<file path="src/rtl/cst_pkg.sv">
package cst_pkg;

   // Field widths of the command and response beats.
   localparam int CMD_W     = 4;
   localparam int ADDR_W    = 14;
   localparam int MODE_W    = 2;
   localparam int NODE_W    = 16;
   localparam int PIDX_W    = 8;
   localparam int KIND_W    = 4;
   localparam int SESS_W    = 8;
   localparam int BYTE_W    = 8;
   localparam int CSR_IDX_W = 1;
   localparam int CSR_DAT_W = 16;
   localparam int KEY_W     = ADDR_W + 1;

   localparam int SESSION_COUNT_DEFAULT = 255;

   // Command codes.
   localparam logic [CMD_W-1:0] CMD_TRACK_OFF   = 4'd0;
   localparam logic [CMD_W-1:0] CMD_TRACK_ON    = 4'd1;
   localparam logic [CMD_W-1:0] CMD_ESTOP       = 4'd2;
   localparam logic [CMD_W-1:0] CMD_STATUS      = 4'd3;
   localparam logic [CMD_W-1:0] CMD_NODE_QUERY  = 4'd4;
   localparam logic [CMD_W-1:0] CMD_REQ_SESSION = 4'd5;
   localparam logic [CMD_W-1:0] CMD_GET_SESSION = 4'd6;
   localparam logic [CMD_W-1:0] CMD_READ_PARAM  = 4'd7;

   // Get-session modes.
   localparam logic [MODE_W-1:0] MODE_REQUEST = 2'd0;
   localparam logic [MODE_W-1:0] MODE_STEAL   = 2'd1;
   localparam logic [MODE_W-1:0] MODE_SHARE   = 2'd2;
   localparam logic [MODE_W-1:0] MODE_INVALID = 2'd3;

   // Response kinds.
   localparam logic [KIND_W-1:0] KIND_TRACK_OFF = 4'd0;
   localparam logic [KIND_W-1:0] KIND_TRACK_ON  = 4'd1;
   localparam logic [KIND_W-1:0] KIND_ESTOP     = 4'd2;
   localparam logic [KIND_W-1:0] KIND_STATUS    = 4'd3;
   localparam logic [KIND_W-1:0] KIND_PRESENCE  = 4'd4;
   localparam logic [KIND_W-1:0] KIND_PARAM     = 4'd5;
   localparam logic [KIND_W-1:0] KIND_INVALID   = 4'd6;
   localparam logic [KIND_W-1:0] KIND_TAKEN     = 4'd7;
   localparam logic [KIND_W-1:0] KIND_FULL      = 4'd8;
   localparam logic [KIND_W-1:0] KIND_CANCEL    = 4'd9;
   localparam logic [KIND_W-1:0] KIND_REPORT    = 4'd10;

   // Configuration register indexes.
   localparam logic [CSR_IDX_W-1:0] CSR_NODE_NUMBER = 1'b0;
   localparam logic [CSR_IDX_W-1:0] CSR_BUS_ON      = 1'b1;

   // Node parameter table.
   localparam int PARAM_COUNT = 21;
   localparam logic [BYTE_W-1:0] PARAM_TABLE [PARAM_COUNT] = '{
      8'd20, 8'd165, 8'd102, 8'd83, 8'd255, 8'd10, 8'd216, 8'd4, 8'd14, 8'd3, 8'd1,
      8'd0, 8'd8, 8'd0, 8'd0, 8'd196, 8'd26, 8'd0, 8'd0, 8'd1, 8'd12
   };

   typedef struct packed {
      logic [KIND_W-1:0] kind;
      logic [SESS_W-1:0] session;
      logic [ADDR_W-1:0] address;
      logic              long_address;
      logic [PIDX_W-1:0] param_number;
      logic [BYTE_W-1:0] data_byte;
      logic              track_on;
      logic              bus_on;
      logic              estop;
      logic              last;
   } rsp_type;

   // Controller to datapath.
   typedef struct packed {
      logic load;
      logic scan_start;
      logic scan_run;
      logic decide;
      logic advance;
   } ctl_cmd_type;

   // Datapath to controller.
   typedef struct packed {
      logic need_scan;
      logic scan_done;
      logic res_none;
      logic res_two;
   } ctl_status_type;

endpackage

</file>
<file path="src/rtl/cst_ctrl.sv">
module cst_ctrl (
   input  logic                    clock,
   input  logic                    reset,
   input  logic                    req_valid,
   output logic                    req_ready,
   output logic                    rsp_valid,
   input  logic                    rsp_ready,
   input  cst_pkg::ctl_status_type status,
   output cst_pkg::ctl_cmd_type    command
);
   import cst_pkg::*;

   typedef enum logic [4:0] {
      ST_IDLE   = 5'b00001,
      ST_CHECK  = 5'b00010,
      ST_SCAN   = 5'b00100,
      ST_DECIDE = 5'b01000,
      ST_RESP1  = 5'b10000
   } state_type;

   state_type state_ff, state_in;
   logic      second_ff, second_in;

   assign req_ready = (state_ff == ST_IDLE);
   assign rsp_valid = (state_ff == ST_RESP1);

   always_comb begin
      state_in  = state_ff;
      second_in = second_ff;
      command   = '0;
      case (state_ff)
         ST_IDLE: begin
            if (req_valid) begin
               command.load = 1'b1;
               state_in     = ST_CHECK;
            end
         end
         ST_CHECK: begin
            if (status.need_scan) begin
               command.scan_start = 1'b1;
               state_in           = ST_SCAN;
            end else begin
               state_in = ST_DECIDE;
            end
         end
         ST_SCAN: begin
            command.scan_run = 1'b1;
            if (status.scan_done) begin
               state_in = ST_DECIDE;
            end
         end
         ST_DECIDE: begin
            command.decide = 1'b1;
            second_in      = 1'b0;
            state_in       = status.res_none ? ST_IDLE : ST_RESP1;
         end
         ST_RESP1: begin
            // The second beat of a steal follows the first from the same register.
            if (rsp_ready) begin
               if (status.res_two && !second_ff) begin
                  command.advance = 1'b1;
                  second_in       = 1'b1;
               end else begin
                  state_in = ST_IDLE;
               end
            end
         end
         default: begin
            state_in = ST_IDLE;
         end
      endcase
   end

   always_ff @(posedge clock) begin
      if (reset) begin
         state_ff  <= ST_IDLE;
         second_ff <= 1'b0;
      end else begin
         state_ff  <= state_in;
         second_ff <= second_in;
      end
   end

endmodule

</file>
<file path="config.mk">
export PLATFORM = sky130hd
export DESIGN_NAME = cst_ctrl
export DESIGN_NICKNAME = d
export VERILOG_FILES = /design/src/rtl/cst_pkg.sv /design/src/rtl/cst_ctrl.sv
export SDC_FILE = /design/constraint.sdc
export NUM_CORES = 1
export LEC_CHECK = 0
export ABC_AREA = 1
export BUFFER_PORTS_ARGS = -buffer_cell sky130_fd_sc_hd__buf_4
export CELL_PAD_IN_SITES_DETAIL_PLACEMENT = 1
export CELL_PAD_IN_SITES_GLOBAL_PLACEMENT = 2
export CORE_MARGIN = 2
export CORE_UTILIZATION = 22
export DETAILED_ROUTE_END_ITERATION = 16
export PLACE_DENSITY_LB_ADDON = 0.1
export SYNTH_ARGS = -nofsm -noshare
export SYNTH_HDL_FRONTEND = slang
export SYNTH_SLANG_ARGS = --single-unit
</file>
<file path="constraint.sdc">
create_clock -name clock -period 2.9 [get_ports clock]
set_input_delay 0.435 -clock clock [delete_from_list [all_inputs] [get_ports clock]]
set_output_delay 0.435 -clock clock [all_outputs]
set_load 0.1 [all_outputs]
</file>
==> flow_metrics.env <==
export IMPL_numPlacedInstances=93
export IMPL_power_density_nw_per_um2=474
export IMPL_post_synth_top_area_fraction=0.330
export IMPL_pin_count_of_the_biggest_net_entering_global_routing=6
export IMPL_worstPathMaxFanout=3
export IMPL_tritoncts="built"
export IMPL_area_share_of_and_or_nand_nor_cells_after_synthesis=0.419
export IMPL_min_path_type="input port to register"
export IMPL_syn2layout_area_growth_pct=40.5
export IMPL_r2r_end="state_ff[0]$_SDFFE_PP1P_"
export IMPL_min_period_over_period=0.635
export IMPL_r2r_setup_slack_ns=1.80
export IMPL_synth_area_top_cells="dfxtp_1 (33%), inv_1 (14%), nand2_1 (14%)"
export IMPL_critical_path_arrival_ns=1.41
export IMPL_ctsHoldBuffers=0
export IMPL_clkSlewWorstSetupHoldPaths_ns=0.04
export IMPL_leakage_nw=0.300
export IMPL_final_cells=96
export IMPL_post_synthesis_sequential_element_count=6
export IMPL_drt_first_pass_iters=4
export IMPL_hold_path_startpoint="reset"
export IMPL_worst_endpoint_required_ns=2.47
export IMPL_ant_nets=0
export IMPL_route_detailed_wl_per_inst_um=9.77
export IMPL_reg_to_reg_critical_path_startpoint="state_ff[2]$_SDFFE_PP0P_"
export IMPL_vias_per_cell=4.36
export IMPL_synth_compound_area_share=0.0928
export IMPL_finClkSkew_ns=0.00110
export IMPL_actual_slew_at_the_worst_max_slew_pin_ns=0.278
export IMPL_synth_nets=71
export IMPL_global_route_overflow_total=0
export IMPL_seq_area_frac_synth=0.330
export IMPL_synth_largest_area_cell="dfxtp_1"
export IMPL_finalSetupViolCount=0
export IMPL_worst_min_delay_path_endpoint="state_ff[2]$_SDFFE_PP0P_"
export IMPL_hold_worst_slack_ns=0.398
export IMPL_timing_worst_setup_path_type="register to output pin"
export IMPL_critical_path_endpoint_type="output pin"
export IMPL_netlist_top_cells_count="inv_1 (14), nand2_1 (14), nor2_1 (13)"
export IMPL_place_congestion=0.740
export IMPL_mappedNetlistArea_um2=364
export IMPL_clk_path_buf_depth=2
export IMPL_result_of_the_run="complete, no violations"
export IMPL_grt_first_pass_wirelength_mm=1.59
export IMPL_synth_async_sr_flop_share=0
export IMPL_grt_antenna_before_repair=0
export IMPL_worst_skew_pair_late_latency_ns=0.24
export IMPL_initial_utilization=0.239
export IMPL_post_synth_xor_area_fraction=0
export IMPL_worst_ir_drop_vdd_v=0.000233
export IMPL_width_of_the_die_um=44.7
export IMPL_via_count=419
export IMPL_root_buffer="clkbuf_4"
export IMPL_yosys_area_share_adder=0
export IMPL_cts_buffers_inserted=3
export IMPL_drt_drc_violations_left=0
export IMPL_depth_of_the_worst_register_to_register_path=7
export IMPL_dp_hpwl_um=825
export IMPL_grtUsageTotal=0.111
export IMPL_ctsHtreeMaxLevel=1
export IMPL_synth_top_family_by_area="simple AND/OR/NAND/NOR gates"
export IMPL_synth_warnings=0
export IMPL_final_hold_violation_count=0
export IMPL_cap_viol_max_count=0
export IMPL_grt_pass1_vias=421
export IMPL_finalMaxSlewViolations=0
export IMPL_cts_post_setup_buffers_inserted=0
export IMPL_synth_enable_flop_cells=0
export IMPL_design_die_area_um2=2000
export IMPL_total_power_mw=0.243
export IMPL_synth_mux_area_frac=0
export IMPL_finalWorstPathRequiredPeriod_ns=1.84
export IMPL_worst_setup_sp="state_ff[3]$_SDFFE_PP0P_"
export IMPL_hold_path_cell_count=2
export IMPL_setup_tns_final_ns=0
export IMPL_dominantRegCellSynth="dfxtp_1"
export IMPL_io_pins=15
export IMPL_utilization=0.336
export IMPL_drtIter0Drc=2
export IMPL_routed_wirelength_um=938
export IMPL_max_clock_freq_mhz=543
export IMPL_tritoncts_sink_count=6
export IMPL_core_area_um2=1520
export IMPL_std_cell_rows=14
export IMPL_rsz0062_at_grt="no"
export IMPL_synthCells=63
export IMPL_final_net_count=90
export IMPL_diodes=0
export IMPL_die_y_um=44.7
export IMPL_drive_gt1_frac=0.275
export IMPL_timing_critical_path_from_type="register"
export IMPL_syn_avg_cell_area_um2=5.78
export IMPL_synth_cell_type_count=14
export IMPL_cts_resizes=0
export IMPL_worst_slew_margin_rel=0.816
export IMPL_buffer_ports_inserted=14
-- worst max path at each step --
stage	to	slack [ns]	depth (start not counted)
2_1_floorplan	command[4]	0.58	5
3_3_place_gp	command[0]	1.34	6
3_5_place_dp	command[0]	1.31	6
4_1_cts	command[0]	1.05	6
5_1_grt	command[0]	0.91	6
6_report	command[0]	1.06	6
-- through the flow --
step	setup WS (ns)	area [um^2]
finish	1.06	512
global route	0.907	512
CTS	1.05	512
detailed placement	1.31	489
global placement	1.34	489
floorplan	0.584	364
-- cell families after synthesis --
kind of cell | count (synthesis)
and+or+nand+nor | 36
AOI/OAI and AO/OA | 6
DFF | 6
buffers and inverters | 15
-- per-layer routing --
layer	global-route usage	routed length [um]	vias to the layer above
li1	-	-	226
met1	0.130	436	187
met2	0.180	462	6
met3	0.0612	38	0
met4	0.0182	0	0
met5	0	0	-
-- layout make-up --
cell class                      instances  area [um^2]
Clock buffer                            3         22.5
Fill cell                             217         1010
Inverter                               15         57.6
Multi-Input combinational cell         42          186
Sequential cell                         6          120
Tap cell                               16         20.0
Timing Repair Buffer                   14          105
-- worst max-delay path: stages, from the launching register on --
cell and delay, ns:
dfxtp_1 0.31, nor2_1 0.18, nand3_1 0.16, nor2_1 0.12
nand2_1 0.07, inv_1 0.06, buf_4 0.28
-- power by group --
part	total [mW]	switching, mW	internal, mW	leakage (nW)
clock	0.0732	0.0266	0.0466	0.0138
combinational	0.0807	0.0592	0.0215	0.237
sequential	0.0888	0.00245	0.0863	0.0488
total	0.243	0.0883	0.154	0.300
-- flip-flops by register name (all words and copies together), names as in the netlist --
register / cells
state_ff: 5
second_ff: 1
-- cells in the final DEF (no fill, tap or decap), drive strengths merged --
cell    synthesis  routed
nor2           15      15
o21ai           3       3
clkbuf          0       3
buf             0      14
nor3            1       1
nand4           2       2
nand2          15      15
nand3           3       3
a21oi           3       3
dfxtp           6       6
clkinv          1       1
inv            14      14
(Power assumes the default switching activity.)
